==> src/design/afs_pkg.sv <==
package afs_pkg;

   localparam int CSR_INDEX_WIDTH = 2;
   localparam int CSR_DATA_WIDTH  = 16;
   localparam int TOL_WIDTH       = 16;
   localparam int OUT_POS_WIDTH   = 16;
   localparam int MODE_CODE_WIDTH = 3;

   localparam logic [CSR_INDEX_WIDTH-1:0] CSR_END_POSITION   = 2'd0;
   localparam logic [CSR_INDEX_WIDTH-1:0] CSR_COARSE_STEP    = 2'd1;
   localparam logic [CSR_INDEX_WIDTH-1:0] CSR_FINE_STEP      = 2'd2;
   localparam logic [CSR_INDEX_WIDTH-1:0] CSR_HOLD_TOLERANCE = 2'd3;

   localparam logic [CSR_DATA_WIDTH-1:0] END_POSITION_RESET   = 16'd10000;
   localparam logic [CSR_DATA_WIDTH-1:0] COARSE_STEP_RESET    = 16'd500;
   localparam logic [CSR_DATA_WIDTH-1:0] FINE_STEP_RESET      = 16'd50;
   localparam logic [TOL_WIDTH-1:0]      HOLD_TOLERANCE_RESET = 16'd6554;

   localparam logic OP_FRAME = 1'b0;
   localparam logic OP_STOP  = 1'b1;

   localparam logic [MODE_CODE_WIDTH-1:0] MODE_CODE_NOT_FOCUSED = 3'd0;
   localparam logic [MODE_CODE_WIDTH-1:0] MODE_CODE_COARSE      = 3'd1;
   localparam logic [MODE_CODE_WIDTH-1:0] MODE_CODE_FINE        = 3'd2;
   localparam logic [MODE_CODE_WIDTH-1:0] MODE_CODE_HOLDING     = 3'd3;
   localparam logic [MODE_CODE_WIDTH-1:0] MODE_CODE_REFOCUS     = 3'd4;

   typedef enum logic [4:0] {
      MODE_NOT_FOCUSED = 5'b00001,
      MODE_COARSE      = 5'b00010,
      MODE_FINE        = 5'b00100,
      MODE_HOLDING     = 5'b01000,
      MODE_REFOCUS     = 5'b10000
   } mode_type;

   typedef struct packed {
      mode_type mode;
      logic     second_set;
   } search_ctrl_type;

   function automatic logic [MODE_CODE_WIDTH-1:0] mode_code(input mode_type m);
      logic [MODE_CODE_WIDTH-1:0] code;
      case (m)
         MODE_COARSE:  code = MODE_CODE_COARSE;
         MODE_FINE:    code = MODE_CODE_FINE;
         MODE_HOLDING: code = MODE_CODE_HOLDING;
         MODE_REFOCUS: code = MODE_CODE_REFOCUS;
         default:      code = MODE_CODE_NOT_FOCUSED;
      endcase
      return code;
   endfunction

endpackage

==> src/design/afs_hold_window.sv <==
module afs_hold_window #(
   parameter int SHARPNESS_WIDTH = 32
) (
   input  logic [SHARPNESS_WIDTH-1:0]     sharpness,
   input  logic [SHARPNESS_WIDTH-1:0]     peak_sharpness,
   input  logic [afs_pkg::TOL_WIDTH-1:0]  hold_tolerance,
   output logic                           outside
);

   localparam int PROD_WIDTH = SHARPNESS_WIDTH + afs_pkg::TOL_WIDTH;

   logic [SHARPNESS_WIDTH-1:0] diff;
   logic [PROD_WIDTH-1:0]      diff_scaled;
   logic [PROD_WIDTH-1:0]      limit;

   always_comb begin
      if (sharpness >= peak_sharpness) begin
         diff = sharpness - peak_sharpness;
      end else begin
         diff = peak_sharpness - sharpness;
      end
   end

   assign diff_scaled = {diff, {afs_pkg::TOL_WIDTH{1'b0}}};
   assign limit       = PROD_WIDTH'(peak_sharpness) * PROD_WIDTH'(hold_tolerance);
   assign outside     = diff_scaled > limit;

endmodule

==> src/design/afs_step.sv <==
module afs_step #(
   parameter int POSITION_WIDTH  = 16,
   parameter int SHARPNESS_WIDTH = 32
) (
   input  logic                          opcode,
   input  logic [SHARPNESS_WIDTH-1:0]    sharpness,
   input  logic [POSITION_WIDTH-1:0]     lens_position,
   input  logic [POSITION_WIDTH-1:0]     end_position,
   input  logic [POSITION_WIDTH-1:0]     coarse_step,
   input  logic [POSITION_WIDTH-1:0]     fine_step,
   input  logic [afs_pkg::TOL_WIDTH-1:0] hold_tolerance,
   input  afs_pkg::search_ctrl_type      ctrl,
   input  logic [SHARPNESS_WIDTH-1:0]    first_sharp,
   input  logic [POSITION_WIDTH-1:0]     first_pos,
   input  logic [SHARPNESS_WIDTH-1:0]    second_sharp,
   input  logic [POSITION_WIDTH-1:0]     second_pos,
   input  logic [SHARPNESS_WIDTH-1:0]    peak_sharp,
   input  logic [POSITION_WIDTH-1:0]     peak_pos,
   output afs_pkg::search_ctrl_type      ctrl_next,
   output logic [SHARPNESS_WIDTH-1:0]    first_sharp_next,
   output logic [POSITION_WIDTH-1:0]     first_pos_next,
   output logic [SHARPNESS_WIDTH-1:0]    second_sharp_next,
   output logic [POSITION_WIDTH-1:0]     second_pos_next,
   output logic [SHARPNESS_WIDTH-1:0]    peak_sharp_next,
   output logic [POSITION_WIDTH-1:0]     peak_pos_next,
   output logic                          move_valid,
   output logic [POSITION_WIDTH-1:0]     move_target
);

   logic [POSITION_WIDTH:0]   coarse_sum;
   logic [POSITION_WIDTH:0]   fine_sum;
   logic [POSITION_WIDTH-1:0] coarse_next_pos;
   logic [POSITION_WIDTH-1:0] fine_next_pos;
   logic [POSITION_WIDTH-1:0] swap_pos;
   logic                      hold_outside;

   assign coarse_sum      = {1'b0, lens_position} + {1'b0, coarse_step};
   assign fine_sum        = {1'b0, lens_position} + {1'b0, fine_step};
   assign coarse_next_pos = coarse_sum[POSITION_WIDTH] ? {POSITION_WIDTH{1'b1}}
                                                       : coarse_sum[POSITION_WIDTH-1:0];
   assign fine_next_pos   = fine_sum[POSITION_WIDTH] ? {POSITION_WIDTH{1'b1}}
                                                     : fine_sum[POSITION_WIDTH-1:0];

   afs_hold_window #(
      .SHARPNESS_WIDTH (SHARPNESS_WIDTH)
   ) u_hold_window (
      .sharpness      (sharpness),
      .peak_sharpness (peak_sharp),
      .hold_tolerance (hold_tolerance),
      .outside        (hold_outside)
   );

   always_comb begin
      ctrl_next         = ctrl;
      first_sharp_next  = first_sharp;
      first_pos_next    = first_pos;
      second_sharp_next = second_sharp;
      second_pos_next   = second_pos;
      peak_sharp_next   = peak_sharp;
      peak_pos_next     = peak_pos;
      move_valid        = 1'b0;
      move_target       = lens_position;
      swap_pos          = '0;

      if (opcode == afs_pkg::OP_STOP) begin
         ctrl_next.mode       = afs_pkg::MODE_NOT_FOCUSED;
         ctrl_next.second_set = 1'b0;
         first_sharp_next     = '0;
         first_pos_next       = '0;
         second_sharp_next    = '0;
         second_pos_next      = '0;
         peak_sharp_next      = '0;
         peak_pos_next        = '0;
      end else begin
         case (ctrl.mode)
            afs_pkg::MODE_COARSE: begin
               if (sharpness > first_sharp) begin
                  second_sharp_next    = first_sharp;
                  second_pos_next      = first_pos;
                  ctrl_next.second_set = 1'b1;
                  first_sharp_next     = sharpness;
                  first_pos_next       = lens_position;
               end else if (sharpness < first_sharp &&
                            (!ctrl.second_set || sharpness > second_sharp)) begin
                  second_sharp_next    = sharpness;
                  second_pos_next      = lens_position;
                  ctrl_next.second_set = 1'b1;
               end
               move_valid = 1'b1;
               if (lens_position >= end_position) begin
                  ctrl_next.mode = afs_pkg::MODE_FINE;
                  if (second_pos_next < first_pos_next) begin
                     swap_pos        = second_pos_next;
                     second_pos_next = first_pos_next;
                     first_pos_next  = swap_pos;
                  end
                  move_target = first_pos_next;
               end else begin
                  move_target = coarse_next_pos;
               end
            end
            afs_pkg::MODE_FINE, afs_pkg::MODE_REFOCUS: begin
               move_valid = 1'b1;
               if (sharpness > peak_sharp) begin
                  peak_sharp_next = sharpness;
                  peak_pos_next   = lens_position;
               end
               if (lens_position >= second_pos) begin
                  ctrl_next.mode = afs_pkg::MODE_HOLDING;
                  move_target    = peak_pos_next;
               end else begin
                  move_target = fine_next_pos;
               end
            end
            afs_pkg::MODE_HOLDING: begin
               if (hold_outside) begin
                  ctrl_next.mode  = afs_pkg::MODE_REFOCUS;
                  peak_sharp_next = '0;
                  peak_pos_next   = '0;
                  move_valid      = 1'b1;
                  move_target     = first_pos;
               end
            end
            default: begin
               if (lens_position == '0) begin
                  ctrl_next.mode = afs_pkg::MODE_COARSE;
               end else begin
                  ctrl_next.mode = afs_pkg::MODE_NOT_FOCUSED;
                  move_valid     = 1'b1;
                  move_target    = '0;
               end
            end
         endcase
      end
   end

endmodule

==> src/design/contrast_autofocus_search.sv <==
// channel  | direction | handshake          | payload
// req      | in        | req_valid/req_stall | req_opcode, req_sharpness, req_lens_position
// rsp      | out       | rsp_valid/rsp_stall | rsp_move_valid, rsp_move_target, rsp_mode,
//          |           |                     | rsp_best_position
// csr      | in        | csr_write           | csr_index, csr_wdata
//
// One beat per cycle sustained while rsp_stall is low; a request beat passes through the input
// register and then the response register around the step logic.
// Synchronous active-high reset clears the search to not focused and loads register defaults.
// req_stall rises only when both stages are full and rsp_stall is high.
module contrast_autofocus_search #(
   parameter int POSITION_WIDTH  = 16,
   parameter int SHARPNESS_WIDTH = 32
) (
   input  logic                                 clock,
   input  logic                                 reset,
   input  logic                                 req_valid,
   output logic                                 req_stall,
   input  logic                                 req_opcode,
   input  logic [SHARPNESS_WIDTH-1:0]           req_sharpness,
   input  logic [POSITION_WIDTH-1:0]            req_lens_position,
   output logic                                 rsp_valid,
   input  logic                                 rsp_stall,
   output logic                                 rsp_move_valid,
   output logic [afs_pkg::OUT_POS_WIDTH-1:0]    rsp_move_target,
   output logic [afs_pkg::MODE_CODE_WIDTH-1:0]  rsp_mode,
   output logic [afs_pkg::OUT_POS_WIDTH-1:0]    rsp_best_position,
   input  logic                                 csr_write,
   input  logic [afs_pkg::CSR_INDEX_WIDTH-1:0]  csr_index,
   input  logic [afs_pkg::CSR_DATA_WIDTH-1:0]   csr_wdata
);

   logic [afs_pkg::CSR_DATA_WIDTH-1:0] end_position_ff;
   logic [afs_pkg::CSR_DATA_WIDTH-1:0] coarse_step_ff;
   logic [afs_pkg::CSR_DATA_WIDTH-1:0] fine_step_ff;
   logic [afs_pkg::TOL_WIDTH-1:0]      hold_tolerance_ff;

   logic                       s1_valid_ff;
   logic                       s1_valid_in;
   logic                       s1_opcode_ff;
   logic [SHARPNESS_WIDTH-1:0] s1_sharpness_ff;
   logic [POSITION_WIDTH-1:0]  s1_position_ff;

   afs_pkg::search_ctrl_type   ctrl_ff;
   afs_pkg::search_ctrl_type   ctrl_in;
   logic [SHARPNESS_WIDTH-1:0] first_sharp_ff;
   logic [SHARPNESS_WIDTH-1:0] first_sharp_in;
   logic [POSITION_WIDTH-1:0]  first_pos_ff;
   logic [POSITION_WIDTH-1:0]  first_pos_in;
   logic [SHARPNESS_WIDTH-1:0] second_sharp_ff;
   logic [SHARPNESS_WIDTH-1:0] second_sharp_in;
   logic [POSITION_WIDTH-1:0]  second_pos_ff;
   logic [POSITION_WIDTH-1:0]  second_pos_in;
   logic [SHARPNESS_WIDTH-1:0] peak_sharp_ff;
   logic [SHARPNESS_WIDTH-1:0] peak_sharp_in;
   logic [POSITION_WIDTH-1:0]  peak_pos_ff;
   logic [POSITION_WIDTH-1:0]  peak_pos_in;

   logic                       step_move_valid;
   logic [POSITION_WIDTH-1:0]  step_move_target;

   logic                                 rsp_valid_ff;
   logic                                 rsp_valid_in;
   logic                                 rsp_move_valid_ff;
   logic [afs_pkg::OUT_POS_WIDTH-1:0]    rsp_move_target_ff;
   logic [afs_pkg::MODE_CODE_WIDTH-1:0]  rsp_mode_ff;
   logic [afs_pkg::OUT_POS_WIDTH-1:0]    rsp_best_position_ff;

   logic rsp_ready;
   logic req_accept;
   logic s1_advance;

   assign rsp_ready   = !rsp_valid_ff || !rsp_stall;
   assign s1_advance  = s1_valid_ff && rsp_ready;
   assign req_stall   = s1_valid_ff && !rsp_ready;
   assign req_accept  = req_valid && !req_stall;
   assign s1_valid_in = req_accept || (s1_valid_ff && !s1_advance);
   assign rsp_valid_in = s1_advance || (rsp_valid_ff && rsp_stall);

   always_ff @(posedge clock) begin
      if (reset) begin
         end_position_ff   <= afs_pkg::END_POSITION_RESET;
         coarse_step_ff    <= afs_pkg::COARSE_STEP_RESET;
         fine_step_ff      <= afs_pkg::FINE_STEP_RESET;
         hold_tolerance_ff <= afs_pkg::HOLD_TOLERANCE_RESET;
      end else if (csr_write) begin
         case (csr_index)
            afs_pkg::CSR_END_POSITION:   end_position_ff   <= csr_wdata;
            afs_pkg::CSR_COARSE_STEP:    coarse_step_ff    <= csr_wdata;
            afs_pkg::CSR_FINE_STEP:      fine_step_ff      <= csr_wdata;
            afs_pkg::CSR_HOLD_TOLERANCE: hold_tolerance_ff <= csr_wdata;
            default: ;
         endcase
      end
   end

   always_ff @(posedge clock) begin
      if (reset) begin
         s1_valid_ff  <= 1'b0;
         rsp_valid_ff <= 1'b0;
      end else begin
         s1_valid_ff  <= s1_valid_in;
         rsp_valid_ff <= rsp_valid_in;
      end
   end

   always_ff @(posedge clock) begin
      if (req_accept) begin
         s1_opcode_ff    <= req_opcode;
         s1_sharpness_ff <= req_sharpness;
         s1_position_ff  <= req_lens_position;
      end
   end

   afs_step #(
      .POSITION_WIDTH  (POSITION_WIDTH),
      .SHARPNESS_WIDTH (SHARPNESS_WIDTH)
   ) u_step (
      .opcode            (s1_opcode_ff),
      .sharpness         (s1_sharpness_ff),
      .lens_position     (s1_position_ff),
      .end_position      (POSITION_WIDTH'(end_position_ff)),
      .coarse_step       (POSITION_WIDTH'(coarse_step_ff)),
      .fine_step         (POSITION_WIDTH'(fine_step_ff)),
      .hold_tolerance    (hold_tolerance_ff),
      .ctrl              (ctrl_ff),
      .first_sharp       (first_sharp_ff),
      .first_pos         (first_pos_ff),
      .second_sharp      (second_sharp_ff),
      .second_pos        (second_pos_ff),
      .peak_sharp        (peak_sharp_ff),
      .peak_pos          (peak_pos_ff),
      .ctrl_next         (ctrl_in),
      .first_sharp_next  (first_sharp_in),
      .first_pos_next    (first_pos_in),
      .second_sharp_next (second_sharp_in),
      .second_pos_next   (second_pos_in),
      .peak_sharp_next   (peak_sharp_in),
      .peak_pos_next     (peak_pos_in),
      .move_valid        (step_move_valid),
      .move_target       (step_move_target)
   );

   always_ff @(posedge clock) begin
      if (reset) begin
         ctrl_ff.mode       <= afs_pkg::MODE_NOT_FOCUSED;
         ctrl_ff.second_set <= 1'b0;
         first_sharp_ff     <= '0;
         first_pos_ff       <= '0;
         second_sharp_ff    <= '0;
         second_pos_ff      <= '0;
         peak_sharp_ff      <= '0;
         peak_pos_ff        <= '0;
      end else if (s1_advance) begin
         ctrl_ff         <= ctrl_in;
         first_sharp_ff  <= first_sharp_in;
         first_pos_ff    <= first_pos_in;
         second_sharp_ff <= second_sharp_in;
         second_pos_ff   <= second_pos_in;
         peak_sharp_ff   <= peak_sharp_in;
         peak_pos_ff     <= peak_pos_in;
      end
   end

   always_ff @(posedge clock) begin
      if (s1_advance) begin
         rsp_move_valid_ff    <= step_move_valid;
         rsp_move_target_ff   <= afs_pkg::OUT_POS_WIDTH'(step_move_target);
         rsp_mode_ff          <= afs_pkg::mode_code(ctrl_in.mode);
         rsp_best_position_ff <= afs_pkg::OUT_POS_WIDTH'(peak_pos_in);
      end
   end

   assign rsp_valid         = rsp_valid_ff;
   assign rsp_move_valid    = rsp_move_valid_ff;
   assign rsp_move_target   = rsp_move_target_ff;
   assign rsp_mode          = rsp_mode_ff;
   assign rsp_best_position = rsp_best_position_ff;

   a_stop_clears: assert property (@(posedge clock) disable iff (reset)
      (s1_advance && s1_opcode_ff == afs_pkg::OP_STOP) |=>
         (rsp_mode_ff == afs_pkg::MODE_CODE_NOT_FOCUSED && !rsp_move_valid_ff &&
          rsp_best_position_ff == '0))
      else $error("stop beat did not clear the search");

   a_s1_kept: assert property (@(posedge clock) disable iff (reset)
      (s1_valid_ff && !s1_advance) |=> (s1_valid_ff && $stable(s1_sharpness_ff)))
      else $error("held request beat lost");

   a_hold_target: assert property (@(posedge clock) disable iff (reset)
      (rsp_valid_ff && rsp_move_valid_ff && rsp_mode_ff == afs_pkg::MODE_CODE_HOLDING) |->
         (rsp_move_target_ff == rsp_best_position_ff))
      else $error("hold entry target differs from best position");

   a_home_target: assert property (@(posedge clock) disable iff (reset)
      (rsp_valid_ff && rsp_move_valid_ff && rsp_mode_ff == afs_pkg::MODE_CODE_NOT_FOCUSED)
         |-> (rsp_move_target_ff == '0))
      else $error("not focused move does not target home");

endmodule

==> config.mk <==
export PLATFORM = sky130hd
export DESIGN_NAME = contrast_autofocus_search
export DESIGN_NICKNAME = d
export VERILOG_FILES = /design/src/design/afs_pkg.sv /design/src/design/afs_hold_window.sv /design/src/design/afs_step.sv /design/src/design/contrast_autofocus_search.sv
export SDC_FILE = /design/constraint.sdc
export NUM_CORES = 2
export LEC_CHECK = 0
export ABC_CLOCK_PERIOD_IN_PS = 7950
export BUFFER_PORTS_ARGS = -buffer_cell sky130_fd_sc_hd__buf_4
export CAP_MARGIN = 30
export CORE_MARGIN = 4
export CORE_UTILIZATION = 50
export CTS_CLUSTER_SIZE = 12
export DETAILED_ROUTE_END_ITERATION = 10
export PLACE_DENSITY = 0.69
export SLEW_MARGIN = 20
export SYNTH_ARGS = -nofsm -noshare
export SYNTH_HDL_FRONTEND = slang
export SYNTH_SLANG_ARGS = --single-unit
==> constraint.sdc <==
create_clock -name clock -period 7.95 [get_ports clock]
set_clock_uncertainty 0.1 [all_clocks]
set_input_delay 1.59 -clock clock [delete_from_list [all_inputs] [get_ports clock]]
set_output_delay 1.59 -clock clock [all_outputs]
set_load 0.01 [all_outputs]
# Word-level counts from Yosys, hierarchy flattened
# Cells that the tools add are included.
# word_totals
word_cells	132
ram_bits	0
input_bits	72
ff_bits	301
romBits	0
latch_bits	0
output_inout_bits	38
n_memories	0
# classes
reduce_logical	32
n_shift	0
magnitude_cmp	9
bitwise_logic	0
n_eq_ne	13
multipliers	1
n_mux	52
n_addsub	4
div_mod_pow	0
# ops
operator	count
$mux W16	25
$mux W32	11
$gt A32 B32 Y1	3
$pmux W32 S2	1
$sub A32 B32 Y32	2
$gt A48 B48 Y1	1
$mul A32 B16 Y48	1
$pmux W16 S3	1
$add A16 B16 Y17	2
$ge A16 B16 Y1	2
$ge A32 B32 Y1	1
$lt A32 B32 Y1	1
$pmux W16 S2	1
$logic_not A16 Y1	1
$lt A16 B16 Y1	1
$mux W5	3
$pmux W5 S3	1
$pmux W3 S4	1
$eq A5 B2 Y1 const B	2
$eq A5 B3 Y1 const B	2
$eq A5 B4 Y1 const B	2
$eq A5 B5 Y1 const B	2
$reduce_and A2 Y1	5
$logic_and A1 B1 Y1	6
16 further kinds	33

# Logic depth before layout (Yosys ltp)
# depth
word_depth	12
ltp_mapped	37
mapped_depth_nobuf	35

# By module
# Synthesis repeated with hierarchy kept, for this count alone.
# unflattened
cells_unflattened	5050
hier_area_um2	41838.9
# by_module_without_submodules
mod	seq_area_each_um2	instances	area_per_inst_um2	cells_each
afs_hold_window	0.0	1	20408.3	2533
contrast_autofocus_search	6876.6	1	11908.9	998
afs_step	0.0	1	9521.6	1519

# Worst setup path after synthesis
# No wires, ideal clock.
# synth_timing
kind	register -> register
start	register peak_sharp_ff[11]
end	register rsp_move_target_ff (netlist bit rsp_move_target[15]) (data pin)
synth_period_minus_slack_ns	8.725
slack_ns	-0.775
stages_incl_launch_ff	35
required_time_ns	7.581
path_buffers	2
setup_time_ns	0.269
arrival_time_ns	8.356
path_cell_list	dfxtp_1 -> clkbuf_1 -> nand2_1 -> fa_1 -> fa_1 -> inv_1 -> fa_1 -> fa_1 -> fa_1 -> inv_1 -> fa_1 -> inv_1 -> ha_1 -> a211o_1 -> or3_1 -> nand4b_1 -> nand2_1 -> a21oi_1 -> o21ai_0 -> o21ai_0 -> nand2b_1 -> and3b_1 -> xor2_1 -> ha_1 -> and4_1 -> nor2b_1 -> o2111ai_1 -> or4_1 -> nor4_2 -> a21oi_2 -> nand2_1 -> nor2_1 -> clkbuf_1 -> a221oi_1 -> o41ai_1
# synth_via
elab_chain_cells	6
word_cells_on_any_way	12
cone_classes	add/sub: 2; mul: 1; order compare: 3; mux: 6
# synth_rtl
element	line_no	source
from (decl)	contrast_autofocus_search.sv:54	logic [SHARPNESS_WIDTH-1:0] peak_sharp_ff;
from (signal assigned)	contrast_autofocus_search.sv:160	peak_sharp_ff <= peak_sharp_in;
parallel branches: the longest is 4 deep, another holds $mul A32 B16 Y48	n/a	
$pmux W16 S3 *	afs_step.sv:75	case (ctrl.mode)
$mux W16 *	afs_step.sv:65	if (opcode == afs_pkg::OP_STOP) begin
via step_move_target[15]	contrast_autofocus_search.sv:60	logic [POSITION_WIDTH-1:0] step_move_target;
to (signal assigned)	contrast_autofocus_search.sv:168	rsp_move_target_ff <= afs_pkg::OUT_POS_WIDTH'(step_move_target);
to (decl)	contrast_autofocus_search.sv:65	logic [afs_pkg::OUT_POS_WIDTH-1:0] rsp_move_target_ff;
# Mark *: on every way through the listed nets, which the timed path passes.
# A chain may end at the register's enable or synchronous reset.

# Worst setup path after layout
# layout_timing
start	register hold_tolerance_ff[4] (netlist bit)
end	register peak_sharp_ff[6]
# layout_via
elab_chain_cells	4
# layout_rtl
element	line_no	source
from (decl)	contrast_autofocus_search.sv:36	logic [afs_pkg::TOL_WIDTH-1:0] hold_tolerance_ff;
from (signal assigned)	contrast_autofocus_search.sv:85	hold_tolerance_ff <= afs_pkg::HOLD_TOLERANCE_RESET;
from (signal assigned)	contrast_autofocus_search.sv:91	afs_pkg::CSR_HOLD_TOLERANCE: hold_tolerance_ff <= csr_wdata;
$mul A32 B16 Y48	afs_hold_window.sv:25	assign limit = PROD_WIDTH'(peak_sharpness) * PROD_WIDTH'(hold_tolerance);
$gt A48 B48 Y1	afs_hold_window.sv:26	assign outside = diff_scaled > limit;
$ne A3 B2 Y1 (no source line)	n/a	
$reduce_and A4 Y1 (no source line)	n/a	
# No other way between the ends.

==> results.yml <==
floorplanning:
  coreArea_um2: 73300
  rows: 99
  initial_core_util: 0.507
  die_x_um: 281
  ios: 110
  die_y_um: 281
  dieArea_um2: 78800
clocking:
  htreeDepth: 2
  root_buffer: "clkbuf_16"
  cts_tree: "yes"
  cts_buffers: 35
  clk_pin_slew_ps: 70
  ctsLongestPathBuffers: 3
  clk_latency_ps: 540
  cts.sinks: 301
  hold_buffers: 0
finish:
  drive_gt1_frac: 0.143
  syn_to_final_growth_pct: 16.8
  design_area_um2: 43400
  final_nets: 5620
  fin_util: 0.592
synthesis:
  synthMuxAreaShare: 0.0161
  async_flop_share: 0
  yosys-top-cells-area: "fa_1 23%, ha_1 12%, dfxtp_1 12%"
  synth_seq_cells: 301
  synth_compound_area_frac: 0.158
  synth_top_family_by_area: "adder cells"
  syn_nets: 5320
  synth_fa_ha_area_frac: 0.348
  ys_top_cells_by_count: "680 x inv_1, 680 x nand2_1, 422 x fa_1, 358 x ha_1, 325 x a21oi_1"
  synth_top_area_share: 0.227
  syn_area_per_cell_um2: 8.32
  yosys.area.top_type: "fa_1"
  ys_types: 89
  yosysWarnings: 0
  synth_cells: 4468
  synth-simple-area-share: 0.178
  syn-cell-area_um2: 37200
  synth_edf_count: 85
  yosysSeqAreaShare: 0.185
  synthXorXnorAreaFrac: 0.0212
  synthFlopType: "dfxtp_1"
drt:
  drt_iter0_markers: 3134
  vias: 32900
  via_per_inst: 5.72
  wl_per_cell_um: 19.5
  drt_pre_antenna_iters: 6
  drcViolationCount: 0
  drtAntennaViolNets: 0
  totalWireLength_mm: 112
job:
  maxCapViolations: 0
timing:
  maxSlewHeadroom: 0.324
  fin_ws_ps: -902
  hold_violations: 0
  final_max_slew_viol_count: 0
  tightest_slew_ps: 1010
  fin_crit_ps: 8850
  max_freq_mhz: 113
  whs_ps: 347
  rsz0062_at_grt: "yes"
  fin_crit_sh: 1.11
  setup_viol: 86
critical_path:
  critPathMaxStageDelay_ps: 550
  end_kind: "register"
  path_class: "register to register"
  cp_data_arrival_time_ps: 9180
  critPathLaunchType: "register"
  required_ps: 8280
  crit_top_cell: "fa_1"
  slowest_stage: "fa_1"
  worstPathMaxFanout: 17
place:
  placed_cell_area_um2: 41400
  port_buffers: 109
  hpwl_mm: 87.7
  gp_congestion: 0.971
global_route:
  grtUsageMet1: 0.398
  antenna_found_initial: 0
  grtUsageMet3: 0.0418
  grtUsageMet2: 0.459
  groute.usage.overall: 0.285
  grt_max_degree: 118
  first_global_vias: 32800
  grt_pass1_wl_mm: 180
  globalRoute.busiestLayer: "met2"
  overflow: 0
run_status:
  status: "finished, violations left"
  violations: "negative setup slack"
power_and_ir_drop:
  finalPower_uw: 4870
  ir_worst_vdd_mv: 0.170
  power_leakage_uw: 0.0197
  p_per_area_nw_per_um2: 112
worst_hold_path:
  min_path_type: "register to register"
==> final cells by class <==
type                       count  area, um^2
antenna                        1        2.50
clock buffer                  45         956
clock inverter                19         130
fill                        6505       29900
inverter                     681        2560
multi-input combinational   3251       27400
sequential                   301        6910
tap                          959        1200
timing repair buffer         498        4240
==> registers in the layout (all words and copies together), names as in the netlist, 3 cells and up <==
| register | flops |
|---|---|
| rsp_mode | 3 |
| second_pos_ff | 16 |
| ctrl_ff | 6 |
| coarse_step_ff | 16 |
| peak_pos_ff | 16 |
| first_pos_ff | 16 |
| first_sharp_ff | 32 |
| rsp_best_position | 16 |
| rsp_move_target | 16 |
| s1_position_ff | 16 |
| s1_sharpness_ff | 32 |
| hold_tolerance_ff | 16 |
| peak_sharp_ff | 32 |
| second_sharp_ff | 32 |
| end_position_ff | 16 |
| fine_step_ff | 16 |
==> report_power, final <==
part	total, uW	switching [uW]	internal, uW
registers	1700	73.1	1620
clock network	1580	687	888
logic	1590	935	659
==> routing by layer <==
metal  vias to the layer above  part of all wire  wire (um)
li1                      15400                 -          -
met1                     16000              0.44      48800
met2                      1221              0.45      51000
met3                       257             0.075       8440
met4                         2             0.035       3930
met5                         -           0.00041         46
==> layout by cell type (no fill, tap or decap), drive strengths merged, types with 54 or more instances in the layout <==
| cell type | n |
|---|---|
| nand3 | 116 |
| and2 | 191 |
| inv | 683 |
| ha | 358 |
| nand2 | 680 |
| fa | 422 |
| o21ai | 144 |
| edfxtp | 85 |
| nor2 | 175 |
| buf | 496 |
| mux2i | 54 |
| a21oi | 328 |
| dfxtp | 216 |
| a21o | 72 |
==> path summary, 6_finish.rpt <==
path / startpoint / endpoint / slack (ps) / depth (start not counted)
min: second_pos_ff[11] / second_pos_ff[11] / 350 / 2
max reg2reg: hold_tolerance_ff[4] / peak_sharp_ff[6] / -900 / 35
min reg2reg: second_pos_ff[11] / second_pos_ff[11] / 350 / 2
max: hold_tolerance_ff[4] / peak_sharp_ff[6] / -900 / 35
==> critical path, delay by kind of cell, from the launching register on <==
| family | cells | cell delay (ps) |
|---|---|---|
| buffers and inverters | 7 | 940 |
| xor gates and xnor gates | 1 | 120 |
| DFF | 1 | 370 |
| and+or+nand+nor | 7 | 1630 |
| adders and majority gates | 8 | 3150 |
| AOI/OAI and AO/OA | 12 | 2380 |
==> logic make-up after synthesis <==
| logic type | count (synthesis) |
|---|---|
| AND/OR/NAND/NOR | 1415 |
| adder cells (fa/ha/maj) | 780 |
| buffers and inverters | 917 |
| flip-flops | 301 |
| XOR/XNOR | 90 |
| AO/OA/AOI/OAI | 906 |
| multiplexers | 59 |
==> per-stage QoR <==
step                      setup WS [ps]  std cells  setup TNS, ps
final                              -902       5755         -66590
after global routing              -1200       5754         -92860
after CTS                          -882       5739         -66250
after detailed placement          -1310       5650         -96840
after global placement            -1230       5648         -90430
after floorplan                    -252       4468         -14280
==> what timing repair did <==
action | 4_1_cts | 5_1_grt
setup buffers | 23 | 9
pin swaps | 25 | 16
cloned | 2 | 1
gates resized for setup | 79 | 42
endpoints found under the setup margin | 86 | 86
No activity file was read; power rests on OpenSTA's default activity.
